==> config.mk <==
export PLATFORM = sky130hd
export DESIGN_NAME = jpeg_marker_demux
export DESIGN_NICKNAME = d
export VERILOG_FILES = /design/src/hw/rtl/jmd_pkg.sv /design/src/hw/rtl/jmd_parser.sv /design/src/hw/rtl/jmd_queue.sv /design/src/hw/rtl/jmd_expand.sv /design/src/hw/rtl/jpeg_marker_demux.sv
export SDC_FILE = /design/constraint.sdc
export NUM_CORES = 1
export LEC_CHECK = 0
export BUFFER_PORTS_ARGS = -buffer_cell sky130_fd_sc_hd__buf_2
export CAP_MARGIN = 10
export CORE_ASPECT_RATIO = 1.4
export CORE_UTILIZATION = 45
export CTS_CLUSTER_DIAMETER = 30
export DETAILED_ROUTE_END_ITERATION = 12
export HOLD_SLACK_MARGIN = 0.05
export PLACE_DENSITY = 0.74
export REMOVE_ABC_BUFFERS = 1
export SLEW_MARGIN = 10
export SYNTH_ARGS = -nofsm -noshare
export SYNTH_HDL_FRONTEND = slang
export SYNTH_SLANG_ARGS = --single-unit
==> constraint.sdc <==
create_clock -name clk -period 11.05 [get_ports clk]
set_input_delay 2.21 -clock clk [delete_from_list [all_inputs] [get_ports clk]]
set_output_delay 2.21 -clock clk [all_outputs]
set_load 0.02 [all_outputs]
==> src/hw/rtl/jmd_pkg.sv <==
// Shared types and constants for the JPEG marker demultiplexer.
// Used by the parser, the result queue, the expander and the top level.
package jmd_pkg;

  localparam int unsigned CFG_DATA_W = 32;
  localparam int unsigned CFG_IDX_W  = 2;
  localparam int unsigned QDEPTH     = 2;
  localparam int unsigned HDR_BYTES  = 8;

  localparam logic [CFG_IDX_W-1:0] REG_FRAME_MAGIC  = 2'd0;
  localparam logic [CFG_IDX_W-1:0] REG_FRAME_WIDTH  = 2'd1;
  localparam logic [CFG_IDX_W-1:0] REG_FRAME_HEIGHT = 2'd2;

  localparam logic [1:0] CH_DATA  = 2'd0;
  localparam logic [1:0] CH_HUFF  = 2'd1;
  localparam logic [1:0] CH_QUANT = 2'd2;
  localparam logic [1:0] CH_NONE  = 2'd3;

  typedef struct packed {
    logic [1:0] channel;
    logic [7:0] value;
    logic       flush;
  } res_t;

  // Up to two explicit results, then optionally the eight frame header bytes.
  typedef struct packed {
    res_t       e0;
    res_t       e1;
    logic [1:0] n_exp;
    logic       hdr;
  } desc_t;

endpackage

==> src/hw/rtl/jmd_parser.sv <==
// Input register and marker/segment parser for the JPEG marker demultiplexer.
// Produces at most one result descriptor per byte, only for bytes that have results; depends on jmd_pkg.
module jmd_parser (
  input  logic          clk,
  input  logic          rst_n,
  input  logic          in_valid,
  output logic          in_stall,
  input  logic [7:0]    in_byte,
  input  logic          room,
  output logic          push,
  output jmd_pkg::desc_t push_desc
);
  import jmd_pkg::*;

  localparam logic [15:0] RECIP_65 = 16'd64528;
  localparam logic [6:0]  TABLE_LEN = 7'd64;

  typedef enum logic [3:0] {
    M_HUNT, M_MARK, M_SOF, M_DHT, M_DQT_HI, M_DQT_LO, M_DQT_BODY,
    M_SEG_HI, M_SEG_LO, M_SKIP, M_SOS
  } mode_t;

  mode_t       mode_r, mode_nxt;
  logic        ff_seen_r, ff_seen_nxt;
  logic [15:0] bytes_left_r, bytes_left_nxt;
  logic [9:0]  tables_left_r, tables_left_nxt;
  logic [6:0]  table_pos_r, table_pos_nxt;
  logic [7:0]  length_high_r, length_high_nxt;
  logic        in_vld_r;
  logic [7:0]  in_byte_r;

  mode_t       d_mode;
  logic        d_bytes_set;
  logic [15:0] d_bytes;
  logic        d_hdr;
  logic        d_eoi;

  logic        a_vld, b_vld, hdr;
  res_t        res_a, res_b;
  logic [15:0] len, len_m2, bytes_dec;
  logic [31:0] prod;
  logic [9:0]  tables_q, tables_dec;
  logic        adv, has_res;
  logic [1:0]  uch;

  // Marker dispatch decode
  always_comb begin
    d_mode      = M_HUNT;
    d_bytes_set = 1'b0;
    d_bytes     = '0;
    d_hdr       = 1'b0;
    d_eoi       = 1'b0;
    priority if (in_byte_r == 8'hc0) begin
      d_mode      = M_SOF;
      d_bytes_set = 1'b1;
      d_bytes     = 16'd10;
      d_hdr       = 1'b1;
    end else if (in_byte_r == 8'hc4) begin
      d_mode = M_DHT;
    end else if (in_byte_r == 8'hdb) begin
      d_mode = M_DQT_HI;
    end else if (in_byte_r == 8'hdd) begin
      d_mode      = M_SKIP;
      d_bytes_set = 1'b1;
      d_bytes     = 16'd4;
    end else if (in_byte_r == 8'hda) begin
      d_mode = M_SOS;
    end else if (in_byte_r == 8'hd9) begin
      d_mode = M_HUNT;
      d_eoi  = 1'b1;
    end else if (in_byte_r == 8'hfe || in_byte_r[7:4] == 4'he) begin
      d_mode = M_SEG_HI;
    end else if (in_byte_r[7:3] == 5'b11010) begin
      d_mode = M_MARK;
    end else begin
      d_mode = M_HUNT;
    end
  end

  assign len        = {length_high_r, in_byte_r};
  assign len_m2     = (len >= 16'd2) ? (len - 16'd2) : '0;
  assign prod       = len_m2 * RECIP_65;
  assign tables_q   = prod[31:22];
  assign bytes_dec  = bytes_left_r - 16'd1;
  assign tables_dec = tables_left_r - 10'd1;
  assign uch        = (mode_r == M_DHT) ? CH_HUFF : CH_DATA;

  always_comb begin
    mode_nxt        = mode_r;
    ff_seen_nxt     = ff_seen_r;
    bytes_left_nxt  = bytes_left_r;
    tables_left_nxt = tables_left_r;
    table_pos_nxt   = table_pos_r;
    length_high_nxt = length_high_r;
    a_vld = 1'b0;
    b_vld = 1'b0;
    hdr   = 1'b0;
    res_a = '{channel: CH_DATA, value: in_byte_r, flush: 1'b0};
    res_b = '{channel: CH_DATA, value: 8'h00, flush: 1'b1};
    unique case (mode_r)
      M_MARK: begin
        if (in_byte_r == 8'hff) begin
          ff_seen_nxt = 1'b1;
        end else if (in_byte_r != 8'h00 && ff_seen_r) begin
          ff_seen_nxt = 1'b0;
          mode_nxt    = d_mode;
          if (d_bytes_set) begin
            bytes_left_nxt = d_bytes;
          end
          hdr   = d_hdr;
          b_vld = d_eoi;
        end else begin
          ff_seen_nxt = 1'b0;
        end
      end
      M_SOF: begin
        a_vld          = (bytes_left_r == 16'd3);
        bytes_left_nxt = bytes_dec;
        if (bytes_dec == 16'd0) begin
          mode_nxt = M_MARK;
        end
      end
      M_DHT, M_SOS: begin
        res_a.channel = uch;
        if (ff_seen_r) begin
          ff_seen_nxt = 1'b0;
          if (in_byte_r == 8'h00) begin
            a_vld       = 1'b1;
            res_a.value = 8'hff;
          end else begin
            a_vld       = (mode_r == M_DHT);
            res_a.value = 8'h00;
            res_a.flush = 1'b1;
            mode_nxt    = d_mode;
            if (d_bytes_set) begin
              bytes_left_nxt = d_bytes;
            end
            hdr   = d_hdr;
            b_vld = d_eoi;
          end
        end else if (in_byte_r == 8'hff) begin
          ff_seen_nxt = 1'b1;
        end else begin
          a_vld = 1'b1;
        end
      end
      M_DQT_HI: begin
        length_high_nxt = in_byte_r;
        mode_nxt        = M_DQT_LO;
      end
      M_DQT_LO: begin
        tables_left_nxt = tables_q;
        table_pos_nxt   = '0;
        if (tables_q == 10'd0) begin
          a_vld    = 1'b1;
          res_a    = '{channel: CH_QUANT, value: 8'h00, flush: 1'b1};
          mode_nxt = M_MARK;
        end else begin
          mode_nxt = M_DQT_BODY;
        end
      end
      M_DQT_BODY: begin
        a_vld         = (table_pos_r != 7'd0);
        res_a.channel = CH_QUANT;
        res_b.channel = CH_QUANT;
        if (table_pos_r >= TABLE_LEN) begin
          table_pos_nxt   = '0;
          tables_left_nxt = tables_dec;
          if (tables_dec == 10'd0) begin
            b_vld    = 1'b1;
            mode_nxt = M_MARK;
          end
        end else begin
          table_pos_nxt = table_pos_r + 7'd1;
        end
      end
      M_SEG_HI: begin
        length_high_nxt = in_byte_r;
        mode_nxt        = M_SEG_LO;
      end
      M_SEG_LO: begin
        bytes_left_nxt = len_m2;
        mode_nxt       = (len_m2 != 16'd0) ? M_SKIP : M_MARK;
      end
      M_SKIP: begin
        bytes_left_nxt = bytes_dec;
        if (bytes_dec == 16'd0) begin
          mode_nxt = M_MARK;
        end
      end
      default: begin
        if (in_byte_r == 8'hff) begin
          ff_seen_nxt = 1'b1;
          mode_nxt    = M_HUNT;
        end else if (in_byte_r != 8'h00 && ff_seen_r) begin
          ff_seen_nxt = 1'b0;
          mode_nxt    = (in_byte_r == 8'hd8) ? M_MARK : M_HUNT;
        end else begin
          ff_seen_nxt = 1'b0;
          mode_nxt    = M_HUNT;
        end
      end
    endcase
  end

  always_comb begin
    push_desc     = '0;
    push_desc.hdr = hdr;
    if (a_vld) begin
      push_desc.e0    = res_a;
      push_desc.e1    = res_b;
      push_desc.n_exp = b_vld ? 2'd2 : 2'd1;
    end else begin
      push_desc.e0    = res_b;
      push_desc.n_exp = b_vld ? 2'd1 : 2'd0;
    end
  end

  assign has_res  = a_vld | b_vld | hdr;
  assign adv      = in_vld_r & (room | ~has_res);
  assign push     = adv & has_res;
  assign in_stall = in_vld_r & ~adv;

  always_ff @(posedge clk) begin
    if (!rst_n) begin
      in_vld_r      <= 1'b0;
      mode_r        <= M_HUNT;
      ff_seen_r     <= 1'b0;
      bytes_left_r  <= '0;
      tables_left_r <= '0;
      table_pos_r   <= '0;
      length_high_r <= '0;
    end else begin
      if (!in_stall) begin
        in_vld_r <= in_valid;
      end
      if (adv) begin
        mode_r        <= mode_nxt;
        ff_seen_r     <= ff_seen_nxt;
        bytes_left_r  <= bytes_left_nxt;
        tables_left_r <= tables_left_nxt;
        table_pos_r   <= table_pos_nxt;
        length_high_r <= length_high_nxt;
      end
    end
  end

  always_ff @(posedge clk) begin
    if (in_valid && !in_stall) begin
      in_byte_r <= in_byte;
    end
  end

endmodule

==> src/hw/rtl/jmd_queue.sv <==
// Small descriptor queue between the parser and the result expander.
// Depends on jmd_pkg for the descriptor type and depth.
module jmd_queue (
  input  logic           clk,
  input  logic           rst_n,
  input  logic           push,
  input  jmd_pkg::desc_t push_desc,
  output logic           room,
  input  logic           pop,
  output logic           head_vld,
  output jmd_pkg::desc_t head
);
  import jmd_pkg::*;

  localparam int unsigned PTR_W = (QDEPTH > 1) ? $clog2(QDEPTH) : 1;
  localparam int unsigned CNT_W = $clog2(QDEPTH + 1);
  localparam logic [PTR_W-1:0] PTR_LAST = PTR_W'(QDEPTH - 1);
  localparam logic [CNT_W-1:0] CNT_FULL = CNT_W'(QDEPTH);

  desc_t            mem_r [QDEPTH];
  logic [PTR_W-1:0] wr_ptr_r, rd_ptr_r;
  logic [CNT_W-1:0] cnt_r, cnt_nxt;

  assign head_vld = (cnt_r != '0);
  assign head     = mem_r[rd_ptr_r];
  assign room     = (cnt_r != CNT_FULL) | pop;

  always_comb begin
    cnt_nxt = cnt_r;
    if (push && !pop) begin
      cnt_nxt = cnt_r + CNT_W'(1);
    end else if (pop && !push) begin
      cnt_nxt = cnt_r - CNT_W'(1);
    end
  end

  always_ff @(posedge clk) begin
    if (!rst_n) begin
      wr_ptr_r <= '0;
      rd_ptr_r <= '0;
      cnt_r    <= '0;
    end else begin
      cnt_r <= cnt_nxt;
      if (push) begin
        wr_ptr_r <= (wr_ptr_r == PTR_LAST) ? '0 : wr_ptr_r + PTR_W'(1);
      end
      if (pop) begin
        rd_ptr_r <= (rd_ptr_r == PTR_LAST) ? '0 : rd_ptr_r + PTR_W'(1);
      end
    end
  end

  always_ff @(posedge clk) begin
    if (push) begin
      mem_r[wr_ptr_r] <= push_desc;
    end
  end

endmodule

==> src/hw/rtl/jmd_expand.sv <==
// Result expander and output register: walks one descriptor, one item per cycle
// unless the output stalls. Reads the frame header registers; depends on jmd_pkg.
module jmd_expand (
  input  logic           clk,
  input  logic           rst_n,
  input  logic           head_vld,
  input  jmd_pkg::desc_t head,
  output logic           pop,
  input  logic [31:0]    frame_magic,
  input  logic [15:0]    frame_width,
  input  logic [15:0]    frame_height,
  output logic           out_valid,
  input  logic           out_stall,
  output logic [1:0]     out_channel,
  output logic [7:0]     out_value,
  output logic           out_flush,
  output logic           out_last
);
  import jmd_pkg::*;

  logic [3:0]  cursor_r;
  logic        out_vld_r;
  res_t        out_res_r;
  logic        out_last_r;

  logic [3:0]  total, hdr_off;
  logic [2:0]  hdr_sel;
  logic [63:0] hdr_word;
  logic        load, is_last;
  res_t        sel_res;

  assign total    = {2'b00, head.n_exp} + (head.hdr ? 4'(HDR_BYTES) : 4'd0);
  assign is_last  = (cursor_r == total - 4'd1);
  assign load     = head_vld & (~out_vld_r | ~out_stall);
  assign pop      = load & is_last;
  assign hdr_off  = cursor_r - {2'b00, head.n_exp};
  assign hdr_sel  = 3'd7 - hdr_off[2:0];
  assign hdr_word = {frame_magic, frame_width, frame_height};

  always_comb begin
    if (cursor_r < {2'b00, head.n_exp}) begin
      sel_res = cursor_r[0] ? head.e1 : head.e0;
    end else begin
      sel_res = '{channel: CH_DATA, value: hdr_word[{hdr_sel, 3'b000} +: 8], flush: 1'b0};
    end
  end

  always_ff @(posedge clk) begin
    if (!rst_n) begin
      cursor_r  <= '0;
      out_vld_r <= 1'b0;
    end else begin
      if (load) begin
        out_vld_r <= 1'b1;
        cursor_r  <= is_last ? 4'd0 : cursor_r + 4'd1;
      end else if (!out_stall) begin
        out_vld_r <= 1'b0;
      end
    end
  end

  always_ff @(posedge clk) begin
    if (load) begin
      out_res_r  <= sel_res;
      out_last_r <= is_last;
    end
  end

  assign out_valid   = out_vld_r;
  assign out_channel = out_res_r.channel;
  assign out_value   = out_res_r.value;
  assign out_flush   = out_res_r.flush;
  assign out_last    = out_last_r;

endmodule

==> src/hw/rtl/jpeg_marker_demux.sv <==
// Top level of the JPEG marker demultiplexer: configuration registers and assertions.
// Instantiates jmd_parser, jmd_queue and jmd_expand; depends on jmd_pkg.
//
//   port group  dir  handshake          payload
//   in_*        in   in_valid/in_stall  in_byte
//   out_*       out  out_valid/out_stall out_channel, out_value, out_flush, out_last
//   cfg_*       in   cfg_wr_en          cfg_index, cfg_data
//
// One byte is accepted per cycle unless in_stall; its results pass through the input
// register, the descriptor queue and the output register, one per cycle unless out_stall.
// A byte yields up to nine results (a Huffman flush and the frame header); the bytes after
// such a burst carry few results, so without output stalls the input never stalls.
// Reset is synchronous, active low, and clears parser state and the descriptor queue.
// A stalled output holds its item; input stalls while the two-entry descriptor queue is
// full and not being popped, and the byte in the input register has results.
module jpeg_marker_demux (
  input  logic        clk,
  input  logic        rst_n,
  input  logic        in_valid,
  output logic        in_stall,
  input  logic [7:0]  in_byte,
  output logic        out_valid,
  input  logic        out_stall,
  output logic [1:0]  out_channel,
  output logic [7:0]  out_value,
  output logic        out_flush,
  output logic        out_last,
  input  logic        cfg_wr_en,
  input  logic [jmd_pkg::CFG_IDX_W-1:0]  cfg_index,
  input  logic [jmd_pkg::CFG_DATA_W-1:0] cfg_data
);
  import jmd_pkg::*;

  logic [31:0] frame_magic_r;
  logic [15:0] frame_width_r;
  logic [15:0] frame_height_r;

  logic  push, room, pop, head_vld;
  desc_t push_desc, head;

  always_ff @(posedge clk) begin
    if (!rst_n) begin
      frame_magic_r  <= '0;
      frame_width_r  <= '0;
      frame_height_r <= '0;
    end else if (cfg_wr_en) begin
      if (cfg_index == REG_FRAME_MAGIC) begin
        frame_magic_r <= cfg_data[31:0];
      end
      if (cfg_index == REG_FRAME_WIDTH) begin
        frame_width_r <= cfg_data[15:0];
      end
      if (cfg_index == REG_FRAME_HEIGHT) begin
        frame_height_r <= cfg_data[15:0];
      end
    end
  end

  jmd_parser u_parser (
    .clk       (clk),
    .rst_n     (rst_n),
    .in_valid  (in_valid),
    .in_stall  (in_stall),
    .in_byte   (in_byte),
    .room      (room),
    .push      (push),
    .push_desc (push_desc)
  );

  jmd_queue u_queue (
    .clk       (clk),
    .rst_n     (rst_n),
    .push      (push),
    .push_desc (push_desc),
    .room      (room),
    .pop       (pop),
    .head_vld  (head_vld),
    .head      (head)
  );

  jmd_expand u_expand (
    .clk          (clk),
    .rst_n        (rst_n),
    .head_vld     (head_vld),
    .head         (head),
    .pop          (pop),
    .frame_magic  (frame_magic_r),
    .frame_width  (frame_width_r),
    .frame_height (frame_height_r),
    .out_valid    (out_valid),
    .out_stall    (out_stall),
    .out_channel  (out_channel),
    .out_value    (out_value),
    .out_flush    (out_flush),
    .out_last     (out_last)
  );

  a_push_room: assert property (@(posedge clk) disable iff (!rst_n) push |-> room)
    else $error("descriptor pushed into a full queue");

  a_pop_vld: assert property (@(posedge clk) disable iff (!rst_n) pop |-> head_vld)
    else $error("descriptor popped from an empty queue");

  a_flush_zero: assert property (@(posedge clk) disable iff (!rst_n)
      out_valid && out_flush |-> out_value == 8'h00)
    else $error("flush item carries a non-zero byte");

  a_channel_ok: assert property (@(posedge clk) disable iff (!rst_n)
      out_valid |-> out_channel != CH_NONE)
    else $error("item routed to an unused channel");

endmodule
==> qor.yml <==
clocking:
  clockRootBuffer: "clkbuf_16"
  insertion_delay_ps: 430
  clock_path_buffers: 2
  clk_pin_slew_ps: 70
  cts_made_buffers: 17
  cts_htree_levels: 4
  cts_tree: "built"
  cts_sinks: 173
min_path:
  min_from: "frame_width_r[13]$_SDFFE_PN0P_"
  hold-path-cell-count: 2
  hold_end: "frame_width_r[13]$_SDFFE_PN0P_"
  hp-class: "flip-flop to flip-flop"
detailed_routing:
  wl_um: 28400
  top_layer: "met4"
  drcViolationCount: 18
  drtIter0Drc: 647
  route.met3.wl_um: 1190
  wl_met1_um: 11300
  ant_nets: 0
  dr_wl_met2_um: 14700
  vias: 9503
  dr.pass1.iters: 9
  wl_per_cell_um: 17.0
  viasPerCell: 5.67
synthesis:
  netlist_area_mm2: 0.0117
  synthArstFlopShare: 0
  yosys-top-cells-area: "dfxtp_1, edfxtp_1, ha_1"
  synth_edf_count: 52
  yosys.area.top_type_share: 0.207
  yosys_warnings: 0
  synthCells: 1311
  yosys_most_used_dff: "dfxtp_1"
  avgSynthCellArea_um2: 8.94
  synthDistinctLibCells: 72
  synth_seq_area_share: 0.340
  ys_seq_elements: 173
  synth_top_area_cell: "dfxtp_1"
timing:
  setup-tns-final_ps: 0
  report.final.slew_viol_count: 0
  timing.final.crit_share: 0.953
  max_freq_mhz: 94.9
  slew_headroom: 0.242
  hold_violations: 0
  setup_ws_ps: 514
  skew_ps: 7.56
  worst_slew_pin_slew_ps: 1130
  rsz0062_at_grt: "no"
  setup_viol: 0
  post-route-min-period_ps: 10540
placed_design:
  io_buffer_count: 60
  dp_hpwl_um: 21600
  place_ws_ps: 384
  place_congestion: 0.901
power:
  leakagePower_nw: 5.50
  peakVddDrop_mv: 0.146
  power.total_mw: 2.12
  power_density_mw_per_mm2: 163
worst_setup_path:
  rr_startpoint: "u_parser.in_byte_r[7]$_DFFE_PP_"
  regToRegSetupSlack_ps: 2320
  crit_required_ps: 8840
  crit_arrival_ps: 8330
  r2r_end: "u_parser.bytes_left_r[11]$_SDFFE_PN0P_"
  critPathKind: "flip-flop to output pin"
  critPathLaunch: "u_parser.in_byte_r[7]$_DFFE_PP_"
  worst-path-max-fanout: 12
  cp-end-kind: "output pin"
  critPathLaunchType: "flip-flop"
  r2r_cells: 30
cells_and_area:
  nFillCells: 2308
  diodes: 0
  final_common_cell: "nand2_1"
  drive_gt1_frac: 0.125
  area_growth_pct: 11.0
  nets: 1527
  final_cell_mix: "nand2_1, a21oi_1, dfxtp_1"
global_route:
  grt_max_degree: 56
  antenna_found_initial: 0
  grt.overflow.total: 0
  grt_pass1_vias: 9523
  track_usage: 0.223
  grt_pass1_wl_um: 47000
die:
  die_width_um: 138
  die_area_mm2: 0.0267
  core_area_mm2: 0.0255
  io_pins: 61
  start_util: 0.460
  num_rows: 69
  fp.dieH_um: 193
status:
  status: "finished, violations left"
  violations: "DRC"
run:
  max_cap_viol_count: 0
-- cell type report --
cell class	count	area, um^2	share of cell area
clock buffers	20	437	0.0336
clock inverters	12	160	0.0123
flip-flops and latches	173	3980	0.306
repair buffers	80	450	0.0346
multi-input cells	969	7200	0.553
well taps	319	399	0.0307
inverters	102	383	0.0294
-- per-stage QoR --
stage	hold slack, ps	std cells	util	area [um^2]
floorplan	433	1244	-	11500
global placement	439	1640	0.483	12300
detailed placement	444	1640	0.483	12300
CTS	453	1672	0.507	12900
global route	472	1675	0.511	13000
finish	452	1675	0.511	13000
-- how the worst max path moves through the flow --
| stage | endpoint | slack, ps | depth (start not counted) |
|---|---|---|---|
| after floorplan | in_stall | 1350 | 25 |
| after global placement | in_stall | 700 | 26 |
| after detailed placement | in_stall | 380 | 26 |
| after CTS | in_stall | 70 | 27 |
| after global routing | in_stall | 2 | 25 |
| final | in_stall | 510 | 27 |
-- cell families after synthesis --
logic type / count (synthesis) / synth area share
DFF: 173 / 0.340
muxes: 50 / 0.0629
adders and majority gates: 137 / 0.178
xor gates and xnor gates: 51 / 0.0381
buffers and inverters: 169 / 0.0541
and+or+nand+nor: 452 / 0.180
AOI/OAI and AO/OA: 279 / 0.147
-- cells in the mapped netlist (all sizes together), types with 13 or more instances --
library cell	n
a21oi	136
clkbuf	65
dfxtp	121
edfxtp	52
fa	50
ha	87
inv	99
mux2i	23
mux4	18
nand2	205
nand3	14
nor2	103
nor2b	13
nor3	24
o211a	13
o21ai	50
xnor2	29
xor2	22
-- state kept, by name, summed over array words and instances, names as in the netlist, named ones only --
name,cells
u_parser.in_vld_r,1
u_queue.cnt_r,2
u_expand.out_channel,2
u_parser.length_high_r,8
frame_width_r,16
u_expand.out_last,1
u_queue.rd_ptr_r,1
frame_magic_r,32
u_parser.tables_left_r,10
u_parser.ff_seen_r,1
u_queue.mem_r,32
u_expand.out_value,8
u_expand.cursor_r,4
frame_height_r,16
u_parser.table_pos_r,7
u_queue.wr_ptr_r,1
u_parser.bytes_left_r,16
u_expand.out_valid,1
u_parser.mode_r,4
u_expand.out_flush,1
u_parser.in_byte_r,8
-- timing repair --
action                                  CTS  global route
pin swaps                                 0             1
buffers inserted                          0             3
hold buffers                              0             0
gates resized for setup                   2            15
endpoints found under the setup margin    1             1
endpoints found under the hold margin     0             0
-- power by group --
part	switching [mW]	leakage (nW)	internal (mW)
clock network	0.255	0.279	0.358
logic	0.499	3.74	0.340
registers	0.00908	1.48	0.661
-- critical path: stages (launching register included) --
cell	delay (ps)
edfxtp_1	470
or4_4	580
nor2_1	280
nand3_4	210
nor2_4	190
or2_2	170
inv_1	140
fa_1	620
inv_1	80
fa_1	500
fa_1	510
inv_1	50
fa_1	480
ha_1	310
ha_1	340
a21oi_1	230
o22ai_4	130
o31ai_1	430
nor3_1	130
a311o_1	280
and4bb_1	260
nand4_2	200
o21a_1	270
ha_1	210
o41ai_1	80
o311ai_2	300
nor2_1	230
buf_2	200
-- routing by layer --
metal,up-vias,track usage
met5,-,0
met4,0,0.126
met3,84,0.0294
met2,279,0.414
met1,4528,0.246
li1,4612,-
(Power assumes the default switching activity.)
